### src/rtl/edf_tick_scheduler_top_macros.svh
// Assertion macros shared by the scheduler RTL.
// Included by the controller and the top level; depends on nothing else.
`ifndef EDF_TICK_SCHEDULER_TOP_MACROS_SVH
`define EDF_TICK_SCHEDULER_TOP_MACROS_SVH

// The consequent must hold in the same cycle as the antecedent.
`define EDFT_ASSERT_NOW(label, clk, rst, ante, cons, msg) \
   label: assert property (@(posedge clk) disable iff (rst) (ante) |-> (cons)) \
      else $error(msg);

// The consequent must hold in the cycle after the antecedent.
`define EDFT_ASSERT_NEXT(label, clk, rst, ante, cons, msg) \
   label: assert property (@(posedge clk) disable iff (rst) (ante) |=> (cons)) \
      else $error(msg);

`endif

### src/rtl/edft_pkg.sv
// Types and codes shared by the scheduler modules.
// Depends on nothing; imported by the cell, the controller and the top level.
`timescale 1ns / 1ps
`default_nettype none

package edft_pkg;

   // Request operation codes.
   localparam logic OP_TICK = 1'b0;
   localparam logic OP_LOAD = 1'b1;

   // Controller states.
   typedef enum logic [1:0] {
      ST_IDLE,
      ST_SCAN,
      ST_COMMIT
   } edft_state_type;

   // Flags travelling along the selection chain with the running best.
   typedef struct packed {
      logic valid;
      logic found;
   } edft_scan_type;

   // Controller strobes towards the datapath.
   typedef struct packed {
      logic accept;
      logic launch;
      logic load;
      logic tick;
   } edft_ctl_type;

   // Per-cell commit command.
   typedef struct packed {
      logic load;
      logic tick;
      logic picked;
   } edft_cmd_type;

endpackage

`default_nettype wire

### src/rtl/edft_cell.sv
// One task cell: holds a task's table entry and running counters, takes part in
// the selection chain and applies the tick update. Depends on edft_pkg.
`timescale 1ns / 1ps
`default_nettype none

module edft_cell
   import edft_pkg::*;
#(
   parameter int TIME_BITS  = 16,
   parameter int IDX_BITS   = 3,
   parameter int CELL_INDEX = 0
) (
   input  logic                 clock,
   input  logic                 reset,
   input  logic                 active,
   input  edft_scan_type        scan_in,
   input  logic [TIME_BITS-1:0] best_in,
   input  logic [IDX_BITS-1:0]  pick_in,
   output edft_scan_type        scan_out,
   output logic [TIME_BITS-1:0] best_out,
   output logic [IDX_BITS-1:0]  pick_out,
   input  edft_cmd_type         cmd,
   input  logic [TIME_BITS-1:0] load_period,
   input  logic [TIME_BITS-1:0] load_wcet,
   input  logic [TIME_BITS-1:0] load_deadline,
   output logic                 miss
);

   logic [TIME_BITS-1:0] period_ff, period_in;
   logic [TIME_BITS-1:0] budget_ff, budget_in;
   logic [TIME_BITS-1:0] deadline_ff, deadline_in;
   logic [TIME_BITS-1:0] dleft_ff, dleft_in;
   logic [TIME_BITS-1:0] bleft_ff, bleft_in;
   logic [TIME_BITS-1:0] phase_ff, phase_in;
   edft_scan_type        scan_ff, scan_nxt_in;
   logic [TIME_BITS-1:0] best_ff, best_in_nxt;
   logic [IDX_BITS-1:0]  pick_ff, pick_in_nxt;
   logic [TIME_BITS-1:0] bleft_dec;
   logic                 period_end;
   logic                 candidate;

   // Selection step: this task beats the running best if it is active, has
   // budget left and a strictly smaller deadline left, or if none was found yet.
   always_comb begin
      candidate = scan_in.valid && active && (bleft_ff != '0) &&
                  (!scan_in.found || (dleft_ff < best_in));
      scan_nxt_in.valid = scan_in.valid;
      scan_nxt_in.found = scan_in.found || candidate;
      best_in_nxt       = candidate ? dleft_ff : best_in;
      pick_in_nxt       = candidate ? IDX_BITS'(CELL_INDEX) : pick_in;
   end

   // Table load and tick update.
   always_comb begin
      period_in   = period_ff;
      budget_in   = budget_ff;
      deadline_in = deadline_ff;
      dleft_in    = dleft_ff;
      bleft_in    = bleft_ff;
      phase_in    = phase_ff;
      miss        = 1'b0;
      bleft_dec   = cmd.picked ? (bleft_ff - TIME_BITS'(1)) : bleft_ff;
      period_end  = (phase_ff == (period_ff - TIME_BITS'(1)));
      if (cmd.load) begin
         period_in   = load_period;
         budget_in   = load_wcet;
         deadline_in = load_deadline;
         dleft_in    = load_deadline;
         bleft_in    = load_wcet;
         phase_in    = '0;
      end else if (cmd.tick && active) begin
         if (period_end) begin
            dleft_in = deadline_ff;
            bleft_in = budget_ff;
            phase_in = '0;
         end else begin
            if (dleft_ff != '0) begin
               dleft_in = dleft_ff - TIME_BITS'(1);
            end else if (bleft_dec != '0) begin
               miss = 1'b1;
            end
            bleft_in = bleft_dec;
            phase_in = phase_ff + TIME_BITS'(1);
         end
      end
   end

   // Task state registers.
   always_ff @(posedge clock) begin
      if (reset) begin
         period_ff   <= '0;
         budget_ff   <= '0;
         deadline_ff <= '0;
         dleft_ff    <= '0;
         bleft_ff    <= '0;
         phase_ff    <= '0;
      end else begin
         period_ff   <= period_in;
         budget_ff   <= budget_in;
         deadline_ff <= deadline_in;
         dleft_ff    <= dleft_in;
         bleft_ff    <= bleft_in;
         phase_ff    <= phase_in;
      end
   end

   // Chain stage towards the next cell.
   always_ff @(posedge clock) begin
      if (reset) begin
         scan_ff <= '0;
      end else begin
         scan_ff <= scan_nxt_in;
      end
      best_ff <= best_in_nxt;
      pick_ff <= pick_in_nxt;
   end

   assign scan_out = scan_ff;
   assign best_out = best_ff;
   assign pick_out = pick_ff;

endmodule

`default_nettype wire

### src/rtl/edft_ctrl.sv
// Sequencer for the scheduler: request handshake, selection pass, commit and
// the response valid flag. Depends on edft_pkg and the assertion macros.
`timescale 1ns / 1ps
`default_nettype none
`include "edf_tick_scheduler_top_macros.svh"

module edft_ctrl
   import edft_pkg::*;
(
   input  logic         clock,
   input  logic         reset,
   input  logic         req_valid,
   input  logic         req_opcode,
   output logic         req_stall,
   output logic         rsp_valid,
   input  logic         rsp_stall,
   input  logic         scan_done,
   output edft_ctl_type ctl
);

   edft_state_type state_ff, state_in;
   logic           op_ff, op_in;
   logic           rsp_valid_ff, rsp_valid_in;
   logic           out_free;

   // Next state and strobes.
   always_comb begin
      state_in     = state_ff;
      op_in        = op_ff;
      ctl          = '0;
      out_free     = !rsp_valid_ff || !rsp_stall;
      req_stall    = (state_ff != ST_IDLE);
      rsp_valid_in = rsp_valid_ff && rsp_stall;
      case (state_ff)
         ST_IDLE: begin
            if (req_valid) begin
               ctl.accept = 1'b1;
               op_in      = req_opcode;
               if (req_opcode == OP_TICK) begin
                  ctl.launch = 1'b1;
                  state_in   = ST_SCAN;
               end else begin
                  state_in   = ST_COMMIT;
               end
            end
         end
         ST_SCAN: begin
            if (scan_done) begin
               state_in = ST_COMMIT;
            end
         end
         ST_COMMIT: begin
            if (out_free) begin
               ctl.load     = (op_ff == OP_LOAD);
               ctl.tick     = (op_ff == OP_TICK);
               rsp_valid_in = 1'b1;
               state_in     = ST_IDLE;
            end
         end
         default: begin
            state_in = ST_IDLE;
         end
      endcase
   end

   // Control registers.
   always_ff @(posedge clock) begin
      if (reset) begin
         state_ff     <= ST_IDLE;
         rsp_valid_ff <= 1'b0;
      end else begin
         state_ff     <= state_in;
         rsp_valid_ff <= rsp_valid_in;
      end
      op_ff <= op_in;
   end

   assign rsp_valid = rsp_valid_ff;

   // The selection result only arrives during a selection pass.
   `EDFT_ASSERT_NOW(a_done_in_scan, clock, reset, scan_done, state_ff == ST_SCAN, "scan result outside selection pass")
   // A launched tick always enters the selection pass.
   `EDFT_ASSERT_NEXT(a_launch_scan, clock, reset, ctl.launch, state_ff == ST_SCAN, "tick did not start a selection pass")
   // Every commit presents a response in the following cycle.
   `EDFT_ASSERT_NEXT(a_commit_rsp, clock, reset, ctl.load || ctl.tick, rsp_valid_ff, "commit without response")

endmodule

`default_nettype wire

### src/rtl/edf_tick_scheduler_top.sv
// Earliest-deadline-first tick scheduler, top level.
// Request channel (req_*): valid/stall; opcode selects a tick or a table load.
// Response channel (rsp_*): valid/stall; one response per request, in order.
// Configuration (csr_*): csr_wr_en writes csr_wr_data into the task count,
// which must only change while no request is in flight.
// A load request writes one task entry and restarts its counters; it is
// answered after its commit with all response fields zero.
// A tick request passes a selection wave along the row of MAX_TASKS task
// cells, one cell per cycle, then updates every active cell at commit; the
// response register is written at that commit, and the next request is
// accepted only once the sequencer is back in idle after the commit.
// The length of the cell chain sets the duration of a selection pass.
// Requests are held off (req_stall high) whilst one is being processed.
// If the receiver stalls, the response register holds its value and the
// commit of the next request waits until the register is free.
// Synchronous reset clears the task table, the task count, the sequencer state and the response valid flag.
// Depends on edft_pkg, edft_cell, edft_ctrl and the assertion macros.
`timescale 1ns / 1ps
`default_nettype none
`include "edf_tick_scheduler_top_macros.svh"

module edf_tick_scheduler_top
   import edft_pkg::*;
#(
   parameter int MAX_TASKS = 8,
   parameter int TIME_BITS = 16
) (
   input  logic        clock,
   input  logic        reset,
   input  logic        req_valid,
   output logic        req_stall,
   input  logic        req_opcode,
   input  logic [2:0]  req_task_index,
   input  logic [15:0] req_period,
   input  logic [15:0] req_wcet,
   input  logic [15:0] req_deadline,
   output logic        rsp_valid,
   input  logic        rsp_stall,
   output logic        rsp_scheduled_valid,
   output logic [2:0]  rsp_scheduled_task,
   output logic [7:0]  rsp_miss_mask,
   input  logic        csr_wr_en,
   input  logic [3:0]  csr_wr_data
);

   localparam int IDX_BITS = (MAX_TASKS > 1) ? $clog2(MAX_TASKS) : 1;
   localparam int PICK_W   = (IDX_BITS > 3) ? IDX_BITS : 3;

   edft_ctl_type         ctl;
   logic [3:0]           task_count_ff, task_count_in;
   logic [2:0]           idx_ff;
   logic [15:0]          period_ff, wcet_ff, deadline_ff;
   logic                 found_ff;
   logic [IDX_BITS-1:0]  pick_ff;
   logic                 sched_valid_ff, sched_valid_in;
   logic [2:0]           sched_task_ff, sched_task_in;
   logic [7:0]           miss_mask_ff, miss_mask_in;
   logic [PICK_W-1:0]    pick_wide;
   logic [7:0]           miss_vec;
   logic [MAX_TASKS-1:0] cell_miss;
   logic [MAX_TASKS-1:0] cell_picked;
   logic [TIME_BITS-1:0] ld_period, ld_wcet, ld_deadline;
   logic                 scan_done;

   edft_scan_type        chain_flag [0:MAX_TASKS];
   logic [TIME_BITS-1:0] chain_best [0:MAX_TASKS];
   logic [IDX_BITS-1:0]  chain_pick [0:MAX_TASKS];
   edft_cmd_type         cell_cmd   [0:MAX_TASKS-1];

   // Sequencer.
   edft_ctrl u_ctrl (
      .clock      (clock),
      .reset      (reset),
      .req_valid  (req_valid),
      .req_opcode (req_opcode),
      .req_stall  (req_stall),
      .rsp_valid  (rsp_valid),
      .rsp_stall  (rsp_stall),
      .scan_done  (scan_done),
      .ctl        (ctl)
   );

   // Task count register.
   always_comb begin
      task_count_in = csr_wr_en ? csr_wr_data : task_count_ff;
   end

   always_ff @(posedge clock) begin
      if (reset) begin
         task_count_ff <= '0;
      end else begin
         task_count_ff <= task_count_in;
      end
   end

   // Request capture at acceptance.
   always_ff @(posedge clock) begin
      if (ctl.accept) begin
         idx_ff      <= req_task_index;
         period_ff   <= req_period;
         wcet_ff     <= req_wcet;
         deadline_ff <= req_deadline;
      end
   end

   assign ld_period   = TIME_BITS'(period_ff);
   assign ld_wcet     = TIME_BITS'(wcet_ff);
   assign ld_deadline = TIME_BITS'(deadline_ff);

   // Head of the selection chain.
   assign chain_flag[0].valid = ctl.launch;
   assign chain_flag[0].found = 1'b0;
   assign chain_best[0]       = '0;
   assign chain_pick[0]       = '0;

   // Row of task cells.
   for (genvar i = 0; i < MAX_TASKS; i++) begin : g_cell
      assign cell_picked[i]     = found_ff && (pick_ff == IDX_BITS'(i));
      assign cell_cmd[i].load   = ctl.load && (int'(idx_ff) == i);
      assign cell_cmd[i].tick   = ctl.tick;
      assign cell_cmd[i].picked = ctl.tick && cell_picked[i];

      edft_cell #(
         .TIME_BITS  (TIME_BITS),
         .IDX_BITS   (IDX_BITS),
         .CELL_INDEX (i)
      ) u_cell (
         .clock         (clock),
         .reset         (reset),
         .active        (int'(task_count_ff) > i),
         .scan_in       (chain_flag[i]),
         .best_in       (chain_best[i]),
         .pick_in       (chain_pick[i]),
         .scan_out      (chain_flag[i+1]),
         .best_out      (chain_best[i+1]),
         .pick_out      (chain_pick[i+1]),
         .cmd           (cell_cmd[i]),
         .load_period   (ld_period),
         .load_wcet     (ld_wcet),
         .load_deadline (ld_deadline),
         .miss          (cell_miss[i])
      );
   end

   assign scan_done = chain_flag[MAX_TASKS].valid;

   // Selection result, latched as the wave leaves the last cell.
   always_ff @(posedge clock) begin
      if (scan_done) begin
         found_ff <= chain_flag[MAX_TASKS].found;
         pick_ff  <= chain_pick[MAX_TASKS];
      end
   end

   // Only the first eight tasks report misses.
   for (genvar b = 0; b < 8; b++) begin : g_miss
      if (b < MAX_TASKS) begin : g_used
         assign miss_vec[b] = cell_miss[b];
      end else begin : g_unused
         assign miss_vec[b] = 1'b0;
      end
   end

   assign pick_wide = PICK_W'(pick_ff);

   // Response register, written at commit.
   always_comb begin
      sched_valid_in = sched_valid_ff;
      sched_task_in  = sched_task_ff;
      miss_mask_in   = miss_mask_ff;
      if (ctl.load) begin
         sched_valid_in = 1'b0;
         sched_task_in  = '0;
         miss_mask_in   = '0;
      end else if (ctl.tick) begin
         sched_valid_in = found_ff;
         sched_task_in  = found_ff ? pick_wide[2:0] : 3'd0;
         miss_mask_in   = miss_vec;
      end
   end

   always_ff @(posedge clock) begin
      sched_valid_ff <= sched_valid_in;
      sched_task_ff  <= sched_task_in;
      miss_mask_ff   <= miss_mask_in;
   end

   assign rsp_scheduled_valid = sched_valid_ff;
   assign rsp_scheduled_task  = sched_task_ff;
   assign rsp_miss_mask       = miss_mask_ff;

   // An idle or load response names task zero.
   `EDFT_ASSERT_NOW(a_idle_task_zero, clock, reset, rsp_valid && !rsp_scheduled_valid, rsp_scheduled_task == 3'd0, "idle response with nonzero task")
   // At most one cell takes budget on a tick.
   `EDFT_ASSERT_NOW(a_one_picked, clock, reset, ctl.tick, $onehot0(cell_picked), "more than one task picked")
   // A stalled response stays valid and unchanged.
   `EDFT_ASSERT_NEXT(a_rsp_hold, clock, reset, rsp_valid && rsp_stall, rsp_valid && $stable(rsp_miss_mask) && $stable(rsp_scheduled_task), "stalled response changed")

endmodule

`default_nettype wire

### config.mk
export PLATFORM = sky130hd
export DESIGN_NAME = edf_tick_scheduler_top
export DESIGN_NICKNAME = d
export VERILOG_FILES = /design/src/rtl/edft_pkg.sv /design/src/rtl/edft_cell.sv /design/src/rtl/edft_ctrl.sv /design/src/rtl/edf_tick_scheduler_top.sv
export VERILOG_INCLUDE_DIRS = /design/src /design/src/rtl
export SDC_FILE = /design/constraint.sdc
export NUM_CORES = 2
export LEC_CHECK = 0
export BUFFER_PORTS_ARGS = -buffer_cell sky130_fd_sc_hd__buf_2
export CAP_MARGIN = 20
export CORE_MARGIN = 3
export CORE_UTILIZATION = 58
export DETAILED_ROUTE_END_ITERATION = 8
export PLACE_DENSITY = 0.77
export SYNTH_ARGS = -nofsm -noshare
export SYNTH_HDL_FRONTEND = slang
export SYNTH_SLANG_ARGS = --single-unit
export TNS_END_PERCENT = 20
### constraint.sdc
create_clock -name clock -period 3 [get_ports clock]
set_clock_uncertainty 0.05 [all_clocks]
set_input_delay 0.15 -clock clock [delete_from_list [all_inputs] [get_ports clock]]
set_output_delay 0.15 -clock clock [all_outputs]
set_load 0.01 [all_outputs]
# --- After elaboration in Yosys (flattened, before gate mapping) ---
# Cells that the tools add are included.
totals:
  in_bits: 61
  word_cells: 440
  register_bits: 992
op_classes:
  muxes: 132
  order_cmp: 15
  n_bitwise: 1
  n_eq_ne: 27
  reduce_logical: 142
  n_addsub: 32
ops:
  columns: ["op", "n"]
  rows:
  - ["two-way mux 16 bit", 78]
  - ["nonzero test 16 bit", 24]
  - ["subtractor 16 x 1 -> 16 bit (second input constant)", 24]
  - ["adder 16 x 1 -> 16 bit (second input constant)", 8]
  - ["equality test 16 bit", 8]
  - ["less-than comparator 16 bit", 7]
  - ["logical AND 1 bit", 56]
  - ["two-way mux 1 bit", 44]
  - ["equality test 3 bit (second input constant)", 8]
  - ["nonzero test 3 bit", 8]
  - ["AND reduction 2 bit", 9]
  - ["nonzero test 2 bit", 9]
  - ["greater-than comparator 4 x 3 -> 1 bit (second input constant)", 4]
  - ["two-way mux 2 bit", 8]
  - ["OR reduction 2 bit", 8]
  - ["logical OR 1 bit", 15]
  - ["equality test 3 x 2 -> 1 bit (second input constant)", 4]
  - ["zero test 1 bit", 9]
  - ["greater-than comparator 4 x 1 -> 1 bit (second input constant)", 2]
  - ["greater-than comparator 4 x 2 -> 1 bit (second input constant)", 2]
  - ["equality test 3 x 1 -> 1 bit (second input constant)", 2]
  - ["zero test 3 bit", 2]
  - ["one-hot mux 2 bit (3 select lines)", 1]
  - ["!= test 2 x 1 -> 1 bit (second input constant)", 2]
  - ["other kinds (7)", 7]

# --- Longest topological paths before layout ---
depth:
  ltp_word: 12
  mapped_depth: 15

# --- Modules after synthesis ---
# Synthesis repeated with hierarchy kept, for this count alone.
unflattened:
  hier_cells: 6237
  area_unflattened_um2: 55728.4
by_module_without_submodules:
  columns: ["mod", "cells_each", "area_per_inst_um2", "instances"]
  rows:
  - ["edft_cell (g_cell[0].u_cell ...)", 764, 6749.0, 5]
  - ["edft_cell (g_cell[6].u_cell ...)", 744, 6357.3, 2]
  - ["edft_cell (g_cell[5].u_cell)", 765, 6666.4, 1]
  - ["edf_tick_scheduler_top", 145, 2401.1, 1]
  - ["edft_ctrl", 19, 201.4, 1]

# --- Worst setup path before layout ---
# Ideal clock, no wire load.
synth_path:
  path_type: "reg2reg"
  start: "register u_ctrl.state_ff[0]"
  end: "register deadline_ff[0] (enable)"
  n_path_buf: 0
  t_required_ps: 2488
  stages_incl_launch_ff: 3
  synth_period_minus_slack_ps: 3368
  setup_slack_ps: -368
  t_arrival_ps: 2856
  cell_sequence: "dfxtp_1 or2_2 nor2_1"
synth_rtl:
  columns: ["item", "line", "text"]
  rows:
  - ["from (decl)", "edft_ctrl.sv:21", "edft_state_type state_ff, state_in;"]
  - ["from (signal assigned)", "edft_ctrl.sv:72", "state_ff <= state_in;"]
  - ["to (signal assigned)", "edf_tick_scheduler_top.sv:102", "deadline_ff <= req_deadline;"]
  - ["to (decl)", "edf_tick_scheduler_top.sv:52", "logic [15:0] period_ff, wcet_ff, deadline_ff;"]

# --- Worst setup path after layout ---
layout_path:
  start: "register g_cell[1].u_cell.period_ff[0]"
  end: "register g_cell[1].u_cell.dleft_ff[8]"
layout_via:
  elab_chain_len: 5
  word_cells_on_any_way: 7
  classes_between: "add/sub: 1; eq/ne: 1; mux: 3; reduce/logical: 2"
layout_rtl:
  columns: ["item", "line", "text"]
  rows:
  - ["from (decl)", "edft_cell.sv:29", "logic [TIME_BITS-1:0] period_ff, period_in;"]
  - ["from (signal assigned)", "edft_cell.sv:98", "period_ff <= period_in;"]
  - ["subtractor 16 x 1 -> 16 bit *", "edft_cell.sv:63", "period_end = (phase_ff == (period_ff - TIME_BITS'(1)));"]
  - ["equality test 16 bit *", "edft_cell.sv:63", null]
  - ["two-way mux 16 bit", "edft_cell.sv:72", "if (period_end) begin"]
  - ["two-way mux 16 bit", "edft_cell.sv:71", "end else if (cmd.tick && active) begin"]
  - ["two-way mux 16 bit", "edft_cell.sv:64", "if (cmd.load) begin"]
  - ["to (signal assigned)", "edft_cell.sv:101", "dleft_ff <= dleft_in;"]
  - ["to (decl)", "edft_cell.sv:32", "logic [TIME_BITS-1:0] dleft_ff, dleft_in;"]
# Every way passes the cells marked *; elsewhere a longest branch is shown, timed or not. The select of a mux whose other input is x is not followed.
# A chain may end at the register's enable or synchronous reset.

==> key figures <==
Detailed routing
  – DRT antenna net count: 0
  – DR vias: 46.41k
  – DR DRC count: 0
  – Wire per inst: 19.74 µm
  – Final WL: 150.1 mm
  – DRT Pass-1 Iters: 8
  – DR vias/cell: between 6 and 7
  – DRT iter0 DRCs: 4697

Status
  – Violations in the final reports: setup timing
  – Status: complete, but fails checks

Floorplan
  – Starting Density: ~59%
  – DIE WIDTH: approximately 300 µm
  – Core area: 0.08555 mm²
  – Cell Rows: 107
  – Die height: 300.4 µm
  – IO Count: 75
  – Die Footprint: 0.09023 mm²

Placement
  – IO Port Bufs: 74
  – Worst slack, placed: -0.2609 ns
  – Post-Place Cells: 7280
  – DP Wirelength: between 90 and 100 mm
  – Routability cong.: 0.9371

Pwr
  – Worst VDD drop: between 0.0005 and 0.0006 V
  – Power Density: 479.2 mW/mm²
  – P_leak: around 23 nW
  – Power consumption: 28.89 mW

Synth
  – Avg Cell Area, Syn: 8.198 µm²
  – Syn Inst Count: 6131
  – Post-Syn Nets: 6329
  – Post-synth EDFFs: 56
  – Synth unique cells: 101
  – Ys async rst share: 0%
  – Synth top area share: between 30% and 40%
  – Post-Syn Area: 0.05026 mm²
  – Synth Warn #: 0
  – Largest area contributor in the netlist: dfxtp_1
  – Sequential-to-total area share from yosys stat: 40.47%
  – Predominant post-synthesis flop cell: dfxtp_1
  – Top area cells in the synthesized netlist: dfxtp_1 37%, nand2_1 9.1%, xnor2_1 4.9%
  – Seq cells post-synth: around 990

Timing
  – Period utilization: 105.8%
  – Fmax: 314.9 MHz
  – Slew margin rel.: 26.06%
  – Period minus WS final: between 3 and 4 ns
  – Worst-Margin Slew: 1.109 ns
  – Post-route setup slack: -0.1753 ns
  – RSZ-0062 raised after global routing: true
  – Max-slew violation count: 0
  – Setup violations, final: 149
  – Final hold viol count: 0

Critical path
  – Path type of the worst setup path: reg2reg
  – Crit path DAT: around 3.7 ns
  – Worst Path Required: 3.54 ns
  – R2R Path Start: g_cell[1].u_cell.period_ff[0]
  – Crit Path Max Fanout: 8
  – Worst Setup End Kind: flop
  – Worst setup path startpoint: g_cell[1].u_cell.period_ff[0]
  – Critical Path Start Type: flop
  – Worst R2R Path Depth: 12

GRT
  – Initial antenna violation count: 1
  – Total GRT Usage: 31.00%
  – First-pass GRT wire length: around 230 mm
  – Overflow after GRT: 0
  – Largest net degree at the start of global routing: 101
  – Number of global-route vias before repair: 43.31k

Cells and area
  – Highest-count cells in the layout ignoring fill and taps: 1200 x nand2_1, 918 x dfxtp_1, 461 x nor2_1
  – Area taken by multi-input logic gates: 0.02868 mm²
  – Number of fill cells: about 6.3k
  – Most common cell after layout, fill and taps aside: nand2_1
  – NumNets Final: roughly 6.6k
  – Area growth, synth to finish: 19.96%
  – Finished Layout Cells: between 7k and 8k
  – Reg area: approximately 0.02 mm²
  – Layout cells sized above 1: 16.39%

Clock network
  – Total CTS buffers: 104
  – Clock Tree Buf Depth: 3
  – CTS tree: done
  – Num Clock Sinks: 988
  – CTS H-tree lvls: 3
  – Clock Tree Root: clkbuf_16
  – Clock latency on the worst-skew pair: 0.69 ns
  – Clock-pin slew on the worst setup and hold paths: around 0.060 ns

Worst hold path
  – Hold/Removal Path Class: in2reg
  – Hold Startpoint: req_wcet[7]
  – Worst Hold Depth: 2

Job
  – Max-Cap Viols: 0
[registers in the layout, summed over array words and instances, names as in the netlist, 3 cells and up]
| register | flops |
|---|---|
| task_count_ff | 4 |
| g_cell.u_cell.pick_out | 17 |
| g_cell.u_cell.period_ff | 128 |
| g_cell.u_cell.scan_out | 16 |
| ld_period | 16 |
| pick_ff | 3 |
| g_cell.u_cell.deadline_ff | 128 |
| rsp_scheduled_task | 3 |
| ld_wcet | 16 |
| idx_ff | 3 |
| g_cell.u_cell.phase_ff | 128 |
| deadline_ff | 16 |
| g_cell.u_cell.bleft_ff | 128 |
| g_cell.u_cell.best_out | 112 |
| rsp_miss_mask | 8 |
| g_cell.u_cell.budget_ff | 128 |
| g_cell.u_cell.dleft_ff | 128 |
[synth_stat cells (all sizes together), types with 57 or more instances]
cell and count:
nor4 120, clkbuf 317, nand2 1219, o211ai 182, nand3 113, o21ai 73
ha 137, nor3 155, nand4 71, inv 205, a21oi 462, a311oi 113
xor2 222, nor2 495, dfxtp 932, buf 100, xnor2 282, mux2 102
mux2i 57, a31oi 122
[metrics by stage]
step                hold slack [ns]  TNS, ns  cell area [µm²]  util [%]
CTS                         0.09232   -3.500            58620     68.52
global placement             0.2770   -11.76            53440     62.46
floorplan                    0.1989   -12.53            50260         -
finish                       0.1174   -7.904            60290     70.48
detailed placement           0.2784   -20.31            53440     62.46
global route                 0.1084   -34.15            60290     70.48
[worst paths after layout]
check | end | slack [ns]
worst min register to register | pick_ff[2] | 0.36
worst max register to register | g_cell[1].u_cell.dleft_ff[8] | -0.18
worst min-delay path | ld_wcet[7] | 0.12
worst max-delay path | g_cell[1].u_cell.dleft_ff[8] | -0.18
[final cells by class]
class / instances / share of cell area [%]
tap: 1144 / 2.374
timing repair buffer: 551 / 8.706
antenna: 1 / 0.004151
multi-input combinational: 4523 / 47.57
clock inverter: 55 / 1.289
inverter: 205 / 1.276
sequential: 988 / 33.77
clock buffer: 139 / 5.010
[logic make-up after synthesis]
logic type	Yosys count	share of synthesized area (%)
AOI/OAI and AO/OA	1230	16.08
xor gates and xnor gates	504	8.783
adders and majority gates	137	3.410
buffers and inverters	622	5.151
DFF	988	40.47
muxes	160	3.465
and+or+nand+nor	2490	22.64
[repair_timing]
action / 4_1_cts / 5_1_grt
pin swaps: 45 / 124
gates resized for setup: 92 / 231
endpoints found under the setup margin: 286 / 392
setup buffers: 7 / 35
cloned: 11 / 20
hold buffers: 63 / 0
hold endpoints to repair: 105 / 0
[power by group]
part | switching [mW] | leakage [nW] | internal [mW]
combinational | 0.619 | 13.5 | 0.403
sequential | 0.346 | 8.05 | 13.3
clock | 5.63 | 1.86 | 8.55
total | 6.60 | 23.4 | 22.3
[critical path: stages (launching register included)]
cell,delay (ns)
dfxtp_2,0.32
inv_2,0.06
ha_4,0.13
or4b_4,0.46
or3_4,0.42
nor4_4,0.26
o211ai_1,0.17
nor4_4,0.31
and3_4,0.24
a211o_4,0.18
buf_12,0.18
nor2_4,0.05
a311oi_2,0.26
[layer usage]
layer | track usage (%) | part of all wire (%) | vias to the layer above
li1 | - | - | 21900
met2 | 51.17 | 47 | 1970
met1 | 40.65 | 41 | 22110
met3 | 4.686 | 8.0 | 431
met4 | 12.74 | 4.6 | 0
met5 | 0 | 0 | -
Note: power is estimated with default switching activity, not from simulation.
